<file path="src/rtl/tdss_pkg.sv">
// Package: shared types, constants and segment tables for the three-digit serializer.
`timescale 1ns / 1ps

package tdss_pkg;

    // Segment word and serial framing
    localparam int unsigned WORD_BITS  = 32;
    localparam int unsigned HALF_BITS  = 16;
    localparam int unsigned CNT_BITS   = 6;
    localparam logic [CNT_BITS-1:0] LATCH_CNT = 6'd32;

    // Reciprocal for an exact divide by ten of any 16-bit value
    localparam int unsigned DIV10_BITS  = 17;
    localparam logic [DIV10_BITS-1:0] DIV10_MUL = 17'd52429;
    localparam int unsigned DIV10_SHIFT = 19;
    localparam int unsigned PROD_BITS   = HALF_BITS + DIV10_BITS;

    // Input function codes
    localparam logic FUNC_DECIMAL = 1'b0;
    localparam logic FUNC_RAW     = 1'b1;

    // Write side of the word queue
    typedef struct packed {
        logic                 push;
        logic [WORD_BITS-1:0] word;
    } q_wr_t;

    // Read side of the word queue
    typedef struct packed {
        logic                 not_empty;
        logic [WORD_BITS-1:0] word;
    } q_rd_t;

    // Outer displays (1 and 3): PCDE--------GFAB
    function automatic logic [HALF_BITS-1:0] outer_seg(input logic [3:0] digit);
        logic [HALF_BITS-1:0] seg;
        case (digit)
            4'd0:    seg = 16'h7007;
            4'd1:    seg = 16'h4001;
            4'd2:    seg = 16'h300B;
            4'd3:    seg = 16'h600B;
            4'd4:    seg = 16'h400D;
            4'd5:    seg = 16'h600E;
            4'd6:    seg = 16'h700E;
            4'd7:    seg = 16'h4003;
            4'd8:    seg = 16'h700F;
            4'd9:    seg = 16'h600F;
            default: seg = '0;
        endcase
        return seg;
    endfunction

    // Middle display (2): ----PCDEGFAB----
    function automatic logic [HALF_BITS-1:0] middle_seg(input logic [3:0] digit);
        logic [HALF_BITS-1:0] seg;
        case (digit)
            4'd0:    seg = 16'h0770;
            4'd1:    seg = 16'h0410;
            4'd2:    seg = 16'h03B0;
            4'd3:    seg = 16'h06B0;
            4'd4:    seg = 16'h04D0;
            4'd5:    seg = 16'h06E0;
            4'd6:    seg = 16'h07E0;
            4'd7:    seg = 16'h0430;
            4'd8:    seg = 16'h07F0;
            4'd9:    seg = 16'h06F0;
            default: seg = '0;
        endcase
        return seg;
    endfunction

endpackage

</file>
<file path="src/rtl/tdss_front.sv">
// Front end: accepts items and builds the 32-bit segment word, one digit per cycle.
`timescale 1ns / 1ps

module tdss_front
    import tdss_pkg::*;
(
    input  logic                 clk,
    input  logic                 rst_n,
    input  logic                 s_tvalid,
    output logic                 s_tready,
    input  logic [WORD_BITS-1:0] s_tdata,
    input  logic                 s_tuser,
    output q_wr_t                q_wr,
    input  logic                 q_full
);

    typedef enum logic [4:0] {
        ST_IDLE  = 5'b00001,
        ST_UNITS = 5'b00010,
        ST_TENS  = 5'b00100,
        ST_HUND  = 5'b01000,
        ST_PUSH  = 5'b10000
    } front_state_t;

    front_state_t          state_reg, state_next;
    logic [HALF_BITS-1:0]  num_reg, num_next;
    logic [WORD_BITS-1:0]  word_reg, word_next;

    logic                  accept;
    logic                  push;
    logic [PROD_BITS-1:0]  prod;
    logic [HALF_BITS-1:0]  quot;
    logic [HALF_BITS-1:0]  quot_x10;
    logic [HALF_BITS-1:0]  diff;
    logic [3:0]            digit;
    logic [WORD_BITS-1:0]  seg;

    // Divide by ten through the reciprocal; remainder is the current digit
    assign prod     = PROD_BITS'(num_reg) * PROD_BITS'(DIV10_MUL);
    assign quot     = HALF_BITS'(prod >> DIV10_SHIFT);
    assign quot_x10 = (quot << 3) + (quot << 1);
    assign diff     = num_reg - quot_x10;
    assign digit    = diff[3:0];

    // Pattern of the digit for the display in turn
    always_comb
    begin
        case (state_reg)
            ST_UNITS: seg = {{HALF_BITS{1'b0}}, outer_seg(digit)};
            ST_TENS:  seg = {{HALF_BITS{1'b0}}, middle_seg(digit)};
            ST_HUND:  seg = {outer_seg(digit), {HALF_BITS{1'b0}}};
            default:  seg = '0;
        endcase
    end

    // Handshakes: a new item may enter in the cycle the finished word leaves
    assign push     = (state_reg == ST_PUSH) && !q_full;
    assign s_tready = (state_reg == ST_IDLE) || push;
    assign accept   = s_tvalid && s_tready;

    assign q_wr.push = push;
    assign q_wr.word = word_reg;

    // Sequencer
    always_comb
    begin
        state_next = state_reg;
        num_next   = num_reg;
        word_next  = word_reg;
        if (accept)
        begin
            num_next = s_tdata[HALF_BITS-1:0];
            if (s_tuser == FUNC_RAW)
            begin
                word_next  = s_tdata;
                state_next = ST_PUSH;
            end
            else
            begin
                word_next  = '0;
                state_next = ST_UNITS;
            end
        end
        else
        begin
            case (state_reg)
                ST_IDLE:
                begin
                    state_next = ST_IDLE;
                end
                ST_UNITS:
                begin
                    num_next   = quot;
                    word_next  = word_reg | seg;
                    state_next = ST_TENS;
                end
                ST_TENS:
                begin
                    num_next   = quot;
                    word_next  = word_reg | seg;
                    state_next = ST_HUND;
                end
                ST_HUND:
                begin
                    num_next   = quot;
                    word_next  = word_reg | seg;
                    state_next = ST_PUSH;
                end
                ST_PUSH:
                begin
                    if (push)
                    begin
                        state_next = ST_IDLE;
                    end
                end
                default:
                begin
                    state_next = ST_IDLE;
                end
            endcase
        end
    end

    always_ff @(posedge clk or negedge rst_n)
    begin
        if (!rst_n)
        begin
            state_reg <= ST_IDLE;
        end
        else
        begin
            state_reg <= state_next;
        end
    end

    always_ff @(posedge clk)
    begin
        num_reg  <= num_next;
        word_reg <= word_next;
    end

endmodule

</file>
<file path="src/rtl/tdss_queue.sv">
// Two-entry word queue between the front end and the shifter.
`timescale 1ns / 1ps

module tdss_queue
    import tdss_pkg::*;
(
    input  logic  clk,
    input  logic  rst_n,
    input  q_wr_t q_wr,
    output logic  q_full,
    output q_rd_t q_rd,
    input  logic  q_pop
);

    localparam logic [1:0] DEPTH = 2'd2;

    logic [WORD_BITS-1:0] mem_reg [2];
    logic                 wr_ptr_reg, wr_ptr_next;
    logic                 rd_ptr_reg, rd_ptr_next;
    logic [1:0]           count_reg, count_next;
    logic                 do_push;
    logic                 do_pop;

    assign q_full         = (count_reg == DEPTH);
    assign q_rd.not_empty = (count_reg != 2'd0);
    assign q_rd.word      = mem_reg[rd_ptr_reg];

    assign do_push = q_wr.push && !q_full;
    assign do_pop  = q_pop && q_rd.not_empty;

    // Pointer and fill tracking
    always_comb
    begin
        wr_ptr_next = do_push ? ~wr_ptr_reg : wr_ptr_reg;
        rd_ptr_next = do_pop ? ~rd_ptr_reg : rd_ptr_reg;
        count_next  = count_reg + {1'b0, do_push} - {1'b0, do_pop};
    end

    always_ff @(posedge clk or negedge rst_n)
    begin
        if (!rst_n)
        begin
            wr_ptr_reg <= 1'b0;
            rd_ptr_reg <= 1'b0;
            count_reg  <= 2'd0;
        end
        else
        begin
            wr_ptr_reg <= wr_ptr_next;
            rd_ptr_reg <= rd_ptr_next;
            count_reg  <= count_next;
        end
    end

    // Storage
    always_ff @(posedge clk)
    begin
        if (do_push)
        begin
            mem_reg[wr_ptr_reg] <= q_wr.word;
        end
    end

    // Checks
    a_no_push_full: assert property (@(posedge clk) disable iff (!rst_n)
        q_wr.push |-> !q_full)
        else $error("word pushed into a full queue");

    a_no_pop_empty: assert property (@(posedge clk) disable iff (!rst_n)
        q_pop |-> q_rd.not_empty)
        else $error("word popped from an empty queue");

    a_count_range: assert property (@(posedge clk) disable iff (!rst_n)
        count_reg <= DEPTH)
        else $error("queue fill count out of range");

endmodule

</file>
<file path="src/rtl/tdss_back.sv">
// Back end: shifts each word out LSB first, then issues the latch strobe.
`timescale 1ns / 1ps

module tdss_back
    import tdss_pkg::*;
(
    input  logic       clk,
    input  logic       rst_n,
    input  q_rd_t      q_rd,
    output logic       q_pop,
    output logic       m_tvalid,
    input  logic       m_tready,
    output logic [7:0] m_tdata,
    output logic       m_tuser,
    output logic       m_tlast
);

    logic                 active_reg, active_next;
    logic [CNT_BITS-1:0]  cnt_reg, cnt_next;
    logic [WORD_BITS-1:0] sh_reg, sh_next;
    logic                 valid_reg, valid_next;
    logic                 bit_reg, bit_next;
    logic                 latch_reg, latch_next;
    logic                 out_free;

    assign out_free = !valid_reg || m_tready;

    // Result selection: next bit, latch strobe, or the head of a new word
    always_comb
    begin
        active_next = active_reg;
        cnt_next    = cnt_reg;
        sh_next     = sh_reg;
        valid_next  = valid_reg;
        bit_next    = bit_reg;
        latch_next  = latch_reg;
        q_pop       = 1'b0;
        if (out_free)
        begin
            if (active_reg)
            begin
                valid_next = 1'b1;
                if (cnt_reg == LATCH_CNT)
                begin
                    bit_next    = 1'b0;
                    latch_next  = 1'b1;
                    active_next = 1'b0;
                end
                else
                begin
                    bit_next   = sh_reg[0];
                    latch_next = 1'b0;
                    sh_next    = sh_reg >> 1;
                    cnt_next   = cnt_reg + 1'b1;
                end
            end
            else if (q_rd.not_empty)
            begin
                q_pop       = 1'b1;
                valid_next  = 1'b1;
                bit_next    = q_rd.word[0];
                latch_next  = 1'b0;
                sh_next     = q_rd.word >> 1;
                cnt_next    = CNT_BITS'(1);
                active_next = 1'b1;
            end
            else
            begin
                valid_next = 1'b0;
            end
        end
    end

    always_ff @(posedge clk or negedge rst_n)
    begin
        if (!rst_n)
        begin
            active_reg <= 1'b0;
            valid_reg  <= 1'b0;
            cnt_reg    <= '0;
        end
        else
        begin
            active_reg <= active_next;
            valid_reg  <= valid_next;
            cnt_reg    <= cnt_next;
        end
    end

    always_ff @(posedge clk)
    begin
        sh_reg    <= sh_next;
        bit_reg   <= bit_next;
        latch_reg <= latch_next;
    end

    assign m_tvalid = valid_reg;
    assign m_tdata  = {7'b0, bit_reg};
    assign m_tuser  = latch_reg;
    assign m_tlast  = latch_reg;

    // Checks
    a_latch_quiet: assert property (@(posedge clk) disable iff (!rst_n)
        (valid_reg && latch_reg) |-> !bit_reg)
        else $error("data bit set on latch strobe");

    a_cnt_range: assert property (@(posedge clk) disable iff (!rst_n)
        active_reg |-> (cnt_reg <= LATCH_CNT) && (cnt_reg != '0))
        else $error("bit counter out of range");

    a_latch_ends_word: assert property (@(posedge clk) disable iff (!rst_n)
        (out_free && active_reg && cnt_reg == LATCH_CNT) |=> (latch_reg && !active_reg))
        else $error("latch strobe not issued after the 32nd bit");

endmodule

</file>
<file path="src/rtl/three_digit_segment_serializer.sv">
// Top level: three-digit seven-segment serializer.
//
//  channel   dir  payload                               handshake
//  s_axis    in   tdata[31:0] data_word, tuser func     tvalid/tready
//  m_axis    out  tdata[0] serial_bit, tuser latch,     tvalid/tready
//                 tlast last_of_run
//
// Each item gives 33 output transfers: 32 data bits, LSB first, then the latch strobe.
// Sustained rate is set by the shifter, one result per cycle unless m_axis stalls.
// Raw words go straight to push; decimal words first build units, tens, hundreds.
// A two-entry queue lets the front end take the next item while the shifter stalls.
// Reset is asynchronous, active low; it empties the queue and clears m_axis_tvalid.
`timescale 1ns / 1ps

module three_digit_segment_serializer
    import tdss_pkg::*;
(
    input  logic        clk,
    input  logic        rst_n,
    input  logic        s_axis_tvalid,
    output logic        s_axis_tready,
    input  logic [31:0] s_axis_tdata,   // [31:0] data_word
    input  logic        s_axis_tuser,   // [0] func
    output logic        m_axis_tvalid,
    input  logic        m_axis_tready,
    output logic [7:0]  m_axis_tdata,   // [0] serial_bit, [7:1] zero
    output logic        m_axis_tuser,   // [0] latch_pulse
    output logic        m_axis_tlast
);

    q_wr_t q_wr;
    q_rd_t q_rd;
    logic  q_full;
    logic  q_pop;

    // Word builder
    tdss_front u_front (
        .clk      (clk),
        .rst_n    (rst_n),
        .s_tvalid (s_axis_tvalid),
        .s_tready (s_axis_tready),
        .s_tdata  (s_axis_tdata),
        .s_tuser  (s_axis_tuser),
        .q_wr     (q_wr),
        .q_full   (q_full)
    );

    // Decoupling queue
    tdss_queue u_queue (
        .clk    (clk),
        .rst_n  (rst_n),
        .q_wr   (q_wr),
        .q_full (q_full),
        .q_rd   (q_rd),
        .q_pop  (q_pop)
    );

    // Serial shifter
    tdss_back u_back (
        .clk      (clk),
        .rst_n    (rst_n),
        .q_rd     (q_rd),
        .q_pop    (q_pop),
        .m_tvalid (m_axis_tvalid),
        .m_tready (m_axis_tready),
        .m_tdata  (m_axis_tdata),
        .m_tuser  (m_axis_tuser),
        .m_tlast  (m_axis_tlast)
    );

endmodule
</file>
<file path="config.mk">
export PLATFORM = sky130hd
export DESIGN_NAME = three_digit_segment_serializer
export DESIGN_NICKNAME = d
export VERILOG_FILES = /design/src/rtl/tdss_pkg.sv /design/src/rtl/tdss_front.sv /design/src/rtl/tdss_queue.sv /design/src/rtl/tdss_back.sv /design/src/rtl/three_digit_segment_serializer.sv
export SDC_FILE = /design/constraint.sdc
export NUM_CORES = 1
export LEC_CHECK = 0
export BUFFER_PORTS_ARGS = -buffer_cell sky130_fd_sc_hd__buf_2
export CELL_PAD_IN_SITES_DETAIL_PLACEMENT = 1
export CELL_PAD_IN_SITES_GLOBAL_PLACEMENT = 1
export CORE_AREA = 4 4 155 157
export DETAILED_ROUTE_END_ITERATION = 12
export DIE_AREA = 0 0 159 161
export GPL_TIMING_DRIVEN = 0
export PLACE_DENSITY = 0.89
export SLEW_MARGIN = 20
export SYNTH_ARGS = -nofsm -noshare
export SYNTH_HDL_FRONTEND = slang
export SYNTH_HIERARCHICAL = 1
export SYNTH_SLANG_ARGS = --single-unit
</file>
<file path="constraint.sdc">
create_clock -name clk -period 12.1 [get_ports clk]
set_input_delay 1.21 -clock clk [delete_from_list [all_inputs] [get_ports clk]]
set_output_delay 1.21 -clock clk [all_outputs]
set_load 0.005 [all_outputs]
</file>
**Word level (Yosys, flattened, before mapping)**

Memory sizes are Yosys's and may differ from the RTL's.
Index checks and enable logic that the tools add are counted.

- Output and inout port bits: 12
- Register bits after elaboration: 99
- Memories kept: 4
- Memory bits (read-only): 336
- Bits of input ports: 37
- RAM bits: 64

Memory list:

| name | depth | width | read ports | clocked after Yosys merged registers in | write ports | RTL line | source |
|---|---|---|---|---|---|---|---|
| (name not given) | 16 | 7 | 1 | 0 | 0 | tdss_pkg.sv:37 | `case (digit)` |
| (name not given) | 16 | 7 | 1 | 0 | 0 | tdss_pkg.sv:56 | `case (digit)` |
| (name not given) | 16 | 7 | 1 | 0 | 0 | tdss_pkg.sv:37 |  |
| u_queue.mem_reg | 2 | 32 | 1 | 0 | 1 | tdss_queue.sv:17 | `logic [WORD_BITS-1:0] mem_reg [2];` |

- Mux-type cells: 30
- Bitwise operators: 3
- Reduce and logical (&&, ||, !) cells: 14
- Add/sub/neg operators: 5
- Eq/ne operators: 9
- Multipliers: 1

Operators by type and width:

| operator | count |
|---|---|
| two-way mux 32 bit | 6 |
| one-hot mux 32 bit (3 select lines) | 1 |
| multiplier 16 x 16 -> 32 bit (second input constant) | 1 |
| two-way mux 16 bit | 2 |
| OR 32 bit | 1 |
| one-hot mux 5 bit (4 select lines) | 1 |
| two-way mux 6 bit | 3 |
| two-way mux 5 bit | 3 |
| two-way mux 1 bit | 14 |
| adder 6 x 1 -> 6 bit (second input constant) | 1 |
| equality test 6 bit (second input constant) | 1 |
| nonzero test 2 bit | 3 |
| equality test 5 x 1 -> 1 bit (second input constant) | 1 |
| equality test 5 x 2 -> 1 bit (second input constant) | 1 |
| equality test 5 x 3 -> 1 bit (second input constant) | 1 |
| equality test 5 x 4 -> 1 bit (second input constant) | 1 |
| equality test 5 bit (second input constant) | 1 |
| adder 4 bit | 1 |
| logical AND 1 bit | 4 |
| subtractor 4 bit | 1 |
| inequality test 3 x 1 -> 1 bit (second input constant) | 1 |
| AND reduction 3 bit | 1 |
| OR reduction 3 bit | 1 |
| adder 2 x 1 -> 2 bit | 1 |
| other kinds (7) | 10 |

**Logic depth before layout (Yosys ltp)**

Gate-level depths: netlist of run 1.
An unclocked memory read counts as a cell.

- Depth after elaboration: 8
- Gate-level depth with buffers: 31
- Mapped depth without buffers: 30

**Hierarchy**

The synthesis of run 1 kept the hierarchy.

By module, submodules not included:

| module | cells an instance | area each (um2) | times used | sequential area each (um2) |
|---|---|---|---|---|
| tdss_front | 722 | 7259.5 | 1 | 1567.8 |
| tdss_queue | 118 | 2641.3 | 1 | 2021.9 |
| tdss_back | 125 | 1909.3 | 1 | 1191.1 |

**Worst setup path before layout of run 1**

No wires, ideal clock.

- Path kind: reg2reg
- From: register u_front.num_reg[3]
- To: register u_front.word_reg[3], data pin
- Data required time: 11.835 ns
- Arrival time: 6.331 ns
- Slack: 5.504 ns
- Cell stages (with the launch flop): 29
- Period minus slack after synthesis: 6.596 ns
- Cell sequence: edfxtp_1 -> ha_1 -> inv_1 -> fa_1 -> inv_1 -> fa_1 -> fa_1 -> fa_1 -> inv_1 -> fa_1 -> inv_1 -> ha_1 -> and3_2 -> o211ai_1 -> nor2_1 -> o21a_1 -> nor2_1 -> xnor2_1 -> ha_1 -> xnor2_1 -> a21oi_1 -> mux2i_1 -> nor2_1 -> mux2i_1 -> nand4_1 -> xor2_1 -> buf_6 -> mux2i_1 -> o22ai_1

- Word-level cells in the longest chain between the ends: 8

RTL lines:

| item | RTL line | source |
|---|---|---|
| from (decl) | tdss_front.sv:26 | `logic [HALF_BITS-1:0] num_reg, num_next;` |
| from (signal assigned) | tdss_front.sv:138 | `num_reg <= num_next;` |
| multiplier 16 x 16 -> 32 bit | tdss_front.sv:39 | `assign prod = PROD_BITS'(num_reg) * PROD_BITS'(DIV10_MUL);` |
| adder 4 bit | tdss_front.sv:41 | `assign quot_x10 = (quot << 3) + (quot << 1);` |
| subtractor 4 bit * | tdss_front.sv:42 | `assign diff = num_reg - quot_x10;` |
| memory read (16 x 7 bit) * | n/a |  |
| one-hot mux 32 bit (3 select lines) * | tdss_front.sv:48 | `case (state_reg)` |
| OR 32 bit * | tdss_front.sv:94, tdss_front.sv:100, tdss_front.sv:106 |  |
| two-way mux 32 bit * | n/a |  |
| two-way mux 32 bit * | tdss_front.sv:70 | `if (accept)` |
| via u_front.word_next[3] | tdss_front.sv:27 | `logic [WORD_BITS-1:0] word_reg, word_next;` |
| to (signal assigned) | tdss_front.sv:139 | `word_reg <= word_next;` |
| to (decl) | tdss_front.sv:27 |  |

Mark *: on every way through the listed nets, which the timed path passes. The rest lies on a longest branch. The select of a mux whose other input is x is not followed.
A chain may end at the register's enable or synchronous reset.

**Worst setup path in the final report of run 1**

- From: register u_front.num_reg[7]
- To: register u_front.word_reg[12], data pin

- Word-level cells in the longest chain between the ends: 8

RTL lines:

| item | RTL line |
|---|---|
| multiplier 16 x 16 -> 32 bit | tdss_front.sv:39 |
| adder 4 bit | tdss_front.sv:41 |
| subtractor 4 bit | tdss_front.sv:42 |
| memory read (16 x 7 bit) | n/a |
| one-hot mux 32 bit (3 select lines) | tdss_front.sv:48 |
| OR 32 bit | tdss_front.sv:94, tdss_front.sv:100, tdss_front.sv:106 |
| two-way mux 32 bit | n/a |
| two-way mux 32 bit | tdss_front.sv:70 |
| via u_front.word_next[12] | tdss_front.sv:27 |

The timed path passes the listed nets, and every way through them passes these cells. The select of a mux whose other input is x is not followed.

==> results of run 1 <==
[cells in the mapped netlist (all sizes together), types with 3 or more instances]
| cell type | count |
|---|---|
| inv | 178 |
| edfxtp | 145 |
| ha | 143 |
| fa | 80 |
| mux2 | 64 |
| a21oi | 42 |
| nor2 | 41 |
| nand2 | 36 |
| and3 | 26 |
| buf | 21 |
| nand3 | 19 |
| dfrtp | 16 |
| a21o | 14 |
| o21ai | 14 |
| o22ai | 14 |
| xor2 | 14 |
| xnor2 | 12 |
| clkbuf | 10 |
| mux2i | 8 |
| and2 | 6 |
| nor2b | 6 |
| nor3 | 5 |
| o21a | 5 |
| o211ai | 4 |
| a211oi | 3 |
| a31oi | 3 |
| nand3b | 3 |
| nand4 | 3 |
[per-layer routing]
| metal | vias up | global-route usage, % | routed length, um |
|---|---|---|---|
| li1 | 3442 | - | - |
| met5 | - | 0 | 0 |
| met3 | 102 | 4.29 | 1760 |
| met1 | 3922 | 28.9 | 11800 |
| met4 | 0 | 14.5 | 1730 |
| met2 | 310 | 49.7 | 17800 |
[metrics by stage]
step	cell area (um2)	util (%)	hold WS [ps]	cells	setup slack (ps)
2_1_floorplan	11800	-	421	971	5500
3_3_place_gp	12400	55.1	423	1297	4520
3_5_place_dp	12500	55.5	433	1303	4180
4_1_cts	13100	58.3	462	1334	4060
5_1_grt	13100	58.3	478	1334	3540
6_report	13100	58.3	456	1334	4000
[kinds of logic after synthesis]
logic type / count (synthesis) / synth area share, %
AO/OA/AOI/OAI: 114 / 6.22
adder cells (fa/ha/maj): 223 / 28.7
other: 1 / 0.0318
multiplexers: 72 / 7.70
AND/OR/NAND/NOR: 158 / 6.91
flip-flops: 162 / 40.5
XOR/XNOR: 26 / 1.99
buffers and inverters: 209 / 7.96
[worst max-delay path by stage]
stage | end | slack (ps) | cells past startpoint | startpoint
final | u_front/word_reg[12]$_DFFE_PN_ | 4000 | 27 | u_front/num_reg[7]$_DFFE_PN_
after global routing | u_front/word_reg[12]$_DFFE_PN_ | 3540 | 27 | u_front/num_reg[7]$_DFFE_PN_
after CTS | u_front/word_reg[12]$_DFFE_PN_ | 4060 | 27 | u_front/num_reg[7]$_DFFE_PN_
after detailed placement | u_front/word_reg[12]$_DFFE_PN_ | 4180 | 27 | u_front/num_reg[7]$_DFFE_PN_
after global placement | u_front/word_reg[10]$_DFFE_PN_ | 4520 | 28 | u_front/num_reg[7]$_DFFE_PN_
after floorplan | u_front/word_reg[3]$_DFFE_PN_ | 5500 | 28 | u_front/num_reg[3]$_DFFE_PN_
[worst max-delay path, stage by stage (launching register included)]
cell and delay (ps):
edfxtp_1 580, ha_1 510, inv_1 80, fa_1 480, inv_1 50, fa_1 460
fa_1 560, fa_1 610, inv_1 70, fa_1 530, inv_1 40, ha_1 330
and3_2 220, o211ai_1 280, nor2_1 140, o21a_1 210, nor2_1 140, xnor2_1 120
ha_1 210, xnor2_1 410, a21oi_1 160, nand2b_1 130, a21oi_1 80, mux2i_1 160
nand4_1 140, xor2_1 190, a21boi_0 630, o22ai_1 260
[final cells by class]
class                   count  area share (%)
plain buffers              31            2.07
clock buffers              17            3.24
clock inverters            14            1.49
inverters                 178            5.09
multi-input cells         600            46.7
flip-flops and latches    162            36.4
well taps                 285            2.72
repair buffers             47            2.27
==> summary.md, run 1 <==
| Metric | Value |
|---|---|
| Status | finished clean |
| Sum Neg Setup Slack | 0 ps |
| Root buf cell | clkbuf_16 |
| Pin count of the biggest net entering global routing | 31 |
| Min Tclk post-route | 8100 ps |
| Number of diodes | 0 |
| Clk_lat worst skew | 430 ps |
| I/O pin cnt | 49 |
| RSZ-0062 raised after global routing | false |
| Post-Syn Instances | 965 |
| Layout cell share with drive strength beyond 1 | 17.9% |
| Max FFs per register | 64 |
| HP Class | register to register |
| Nets | 1297 |
| Hold_sp | u_front/word_reg[27]$_DFFE_PP_ |
| Post-synth EDFFs | 145 |
| TritonCTS clock tree | built |
| Num rows | 55 |
| CTS max path bufs | 2 |
| Routability cong. | 0.942 |
| Synthesized area per cell | 12.2 um2 |
| Top-area cell type share of the netlist area | 36.9% |
| Fillers | 2286 |
| Synth Cell Area | 11800 um2 |
| Relative slew slack | 49.1% |
| H-tree levels | 4 |
| Seq. cell area | 4780 um2 |
| Final global-route overflow total | 0 |
| Hold Crit Depth | 0 |
| Max Clock Freq | 123 MHz |
| CTS Sinks | 162 |
| Routed WL | 33100 um |
| Final setup fails | 0 |
| Initial DRT Pass Iterations | 5 |
| Setup CP Type | register to register |
| R2R depth | 27 |
| Final Hold Viols | 0 |
| Vias per std cell | 5.83 |
| First-pass GRT wire length | 51600 um |
| Area delta synth->final | 11.1% |
| Worst Tran Pin Value | 761 ps |
| Area of the multi-input gates | 6120 um2 |
| Final Skew | 12.8 ps |
| Most frequent cells in the layout | 176 x inv_1, 145 x edfxtp_1, 143 x ha_1, 80 x fa_1, 45 x buf_2 |
| CP max FO | 6 |
| Post-CTS Hold Fix Bufs | 0 |
| Top_reg_cell synth | edfxtp_1 |
| DP HPWL | 25200 um |
| Yosys top cell by area | edfxtp_1 |
| Reg clk slew, reported paths | 80 ps |
| Detailed Route Iter0 Violations | 591 |
| Detail Route Antenna Nets | 0 |
| Cell variety after synth | 65 |
| Max Cap Violations | 0 |
| Die Height | 161 um |
| CP Launch Type | register |
| CTS buffer count | 17 |
| Most common cell after layout, fill and taps aside | inv_1 |
| GRT Total Usage | 26.6% |
| Worst flop-to-flop path startpoint | u_front/num_reg[7]$_DFFE_PN_ |
| Drt wl/cell | 24.8 um |
| Die Span X | 159 um |
| Antenna violations before repair | 0 |
| Worst path required time | 12230 ps |
| #FFs+latches synth | 162 |
| Vias in the first global route | 9021 |
| DRC | 0 |
| Core Region | 22500 um2 |
| Resized Gates After CTS | 0 |
| Vias | 7776 |
| Worst Hold Endpoint | u_queue/mem_reg[1][27]$_DFFE_PP_ |
| Port buffer count | 41 |
| Post-CTS Setup Bufs | 0 |
| Arrival time at the worst endpoint | 8230 ps |
| Final period util | 67.0% |
| Crit end category | register |
| Ys Warns | 6 |
| Initial Utilization | 52.5% |
| R2R setup slack | 4000 ps |
| Worst R2R End | u_front/word_reg[12]$_DFFE_PN_ |
| Fin. max-slew vios | 0 |
| Die area | 25600 um2 |
| Synth area leaders | edfxtp_1 37%, ha_1 15%, fa_1 14% |
| Register area share after synthesis | 40.5% |
| Ys async rst share | 10.5% |
Power of run 1 is left out: the tool's default activity adds up to more than one toggle a clock period on the data nets, which glitch-free logic cannot reach.
==> inputs of run 2 (changes only) <==
- ABC_AREA: unset -> 1
- CORE_AREA: 4 4 155 157 -> 4 4 171 173
- DIE_AREA: 0 0 159 161 -> 0 0 175 177
- PLACE_DENSITY: 0.89 -> 0.85
- clock period: 12.1 -> 7.22 ns (I/O delays scaled with it)
==> summary.md, run 2 <==
| Metric | Value |
|---|---|
| Status | finished clean |
| Clk_lat worst skew | 440 ps |
| Routability cong. | 0.913 |
| Fin. max-slew vios | 0 |
| Final global-route overflow total | 0 |
| #FFs+latches synth | 162 |
| Synth Cell Area | 12400 um2 |
| Commonest cells in the netlist | 385 x nand2_1, 249 x inv_1, 145 x edfxtp_1 |
| R2R setup slack | 280 ps |
| Detailed Route Iter0 Violations | 635 |
| TritonCTS clock tree | built |
| Most frequent cells in the layout | 383 x nand2_1, 248 x inv_1, 145 x edfxtp_1, 138 x ha_1, 80 x fa_1 |
| Cell variety after synth | 49 |
| Vias in the first global route | 10400 |
| Fillers | 3264 |
| CTS Sinks | 162 |
| Nets | 1681 |
| Max Clock Freq | 144 MHz |
| Ys Warns | 6 |
| Die area | 31000 um2 |
| Core Region | 27600 um2 |
| Antenna violations before repair | 1 |
| GR Util met1 | 28.8% |
| PnR worst setup slack | 281 ps |
| Final Hold Viols | 0 |
| Top-area cell type share of the netlist area | 35.2% |
| Post-synth EDFFs | 145 |
| Reg clk slew, reported paths | 80 ps |
| Port buffer count | 40 |
| Setup WS pre-CTS | 161 ps |
| Layer with the highest usage | met2 |
| Final Skew | 14.3 ps |
| Die Span X | 175 um |
| Worst flop-to-flop path startpoint | u_front/num_reg[2]$_DFFE_PN_ |
| Relative slew slack | 27.0% |
| Worst R2R End | u_front/word_reg[30]$_DFFE_PN_ |
| Worst Tran Pin Value | 1090 ps |
| DRC | 0 |
| Crit end category | register |
| H-tree levels | 4 |
| Most common cell after layout, fill and taps aside | nand2_1 |
| I/O pin cnt | 49 |
| Drt wl/cell | 20.6 um |
| Area delta synth->final | 12.4% |
| Top_reg_cell synth | edfxtp_1 |
| Pin count of the biggest net entering global routing | 35 |
| HP Class | input port to asynchronous set/reset pin |
| GR Layer Usage met2 | 43.2% |
| Vias per std cell | 5.29 |
| Post-Syn Instances | 1336 |
| Min Tclk post-route | 6940 ps |
| Root buf cell | clkbuf_16 |
| Ys async rst share | 10.5% |
| Met3 GRT Util | 3.67% |
| Vias | 9589 |
| Initial DRT Pass Iterations | 5 |
| GRT Total Usage | 24.2% |
| Detail Route Antenna Nets | 0 |
| Num rows | 61 |
| Worst path required time | 7510 ps |
| Die Height | 177 um |
| Synthesized area per cell | 9.27 um2 |
| Yosys top cell by area | edfxtp_1 |
| R2R depth | 26 |
| Synth area leaders | edfxtp_1 35%, ha_1 14%, fa_1 13% |
| DP HPWL | 28600 um |
| CTS buffer count | 17 |
| Setup CP Type | register to register |
| Final setup fails | 0 |
| Final period util | 96.1% |
| First-pass GRT wire length | 57500 um |
| Initial Utilization | 44.8% |
| Arrival time at the worst endpoint | 7230 ps |
| CP Launch Type | register |
| Top-count cell post-synth | nand2_1 |
| Max FFs per register | 64 |
| Max Cap Violations | 0 |
| Register area share after synthesis | 38.6% |
| CTS max path bufs | 2 |
| Routed WL | 37300 um |
| Layout cell share with drive strength beyond 1 | 12.3% |
| CP max FO | 10 |
==> run 2: worst max-delay path by stage <==
stage / from / end / slack [ps] / cells after the start
global route: u_front/num_reg[2]$_DFFE_PN_ / u_front/word_reg[2]$_DFFE_PN_ / -2 / 26
finish: u_front/num_reg[2]$_DFFE_PN_ / u_front/word_reg[30]$_DFFE_PN_ / 280 / 26
global placement: u_front/num_reg[0]$_DFFE_PN_ / u_front/word_reg[6]$_DFFE_PN_ / 280 / 28
detailed placement: u_front/num_reg[3]$_DFFE_PN_ / u_front/word_reg[2]$_DFFE_PN_ / 160 / 26
floorplan: u_front/num_reg[3]$_DFFE_PN_ / u_front/word_reg[6]$_DFFE_PN_ / 1100 / 26
CTS: u_front/num_reg[0]$_DFFE_PN_ / u_front/word_reg[30]$_DFFE_PN_ / 70 / 28
==> run 2: metrics by stage <==
step	cells	instance area [um2]	TNS [ps]	utilization (%)	hold slack [ps]
floorplan	1342	12400	0	-	421
global placement	1760	13100	0	47.3	426
detailed placement	1762	13100	0	47.6	448
CTS	1794	13700	0	49.7	223
global route	1813	13900	-2.21	50.4	254
finish	1813	13900	0	50.4	221
==> run 2: area by class of cell <==
cell class	count	area, um2	area share [%]
Antenna cell	1	2.50	0.0180
Sequential cell	162	4780	34.3
Clock buffer	17	425	3.05
Timing Repair Buffer	60	383	2.75
Buffer	35	235	1.69
Multi-Input combinational cell	889	6490	46.6
Tap cell	378	473	3.40
Inverter	256	968	6.95
Clock inverter	15	166	1.19
==> run 2: layer usage <==
layer,wire (um),share of wire (%)
met5,0,0
met4,1770,4.7
met3,1690,4.5
met2,19100,51
met1,14700,39
==> run 2: repair_timing <==
action / CTS / global route
gates resized for setup: 0 / 11
hold buffers: 0 / 0
endpoints found under the setup margin: 0 / 18
buffers inserted: 0 / 18
endpoints found under the hold margin: 0 / 0
==> run 2: logic make-up (layout without fill, tap and decap cells) <==
logic type	Yosys count	after routing	synth area share, %
other	1	8	0.0303
multiplexers	1	1	0.0909
buffers and inverters	291	383	9.72
adder cells (fa/ha/maj)	223	223	27.4
flip-flops	162	162	38.6
AO/OA/AOI/OAI	101	101	4.57
XOR/XNOR	11	11	0.778
AND/OR/NAND/NOR	546	546	18.8
==> run 2: critical path: stages (launching register included) <==
cell and delay (ps):
edfxtp_1 630, ha_4 400, inv_1 70, fa_1 510, inv_1 50, fa_1 490, fa_1 440, fa_1 550
inv_1 70, fa_1 610, inv_1 70, ha_2 320, a21oi_2 190, o21a_1 160, o21ai_1 100, a21o_1 180
or2_2 280, and2_1 160, ha_1 300, inv_1 60, or2_2 280, nand2_2 100, nand2_1 120, nand3_4 190
buf_8 150, nand3_1 120, nand2_1 170
Power of run 2 is left out for the same reason.
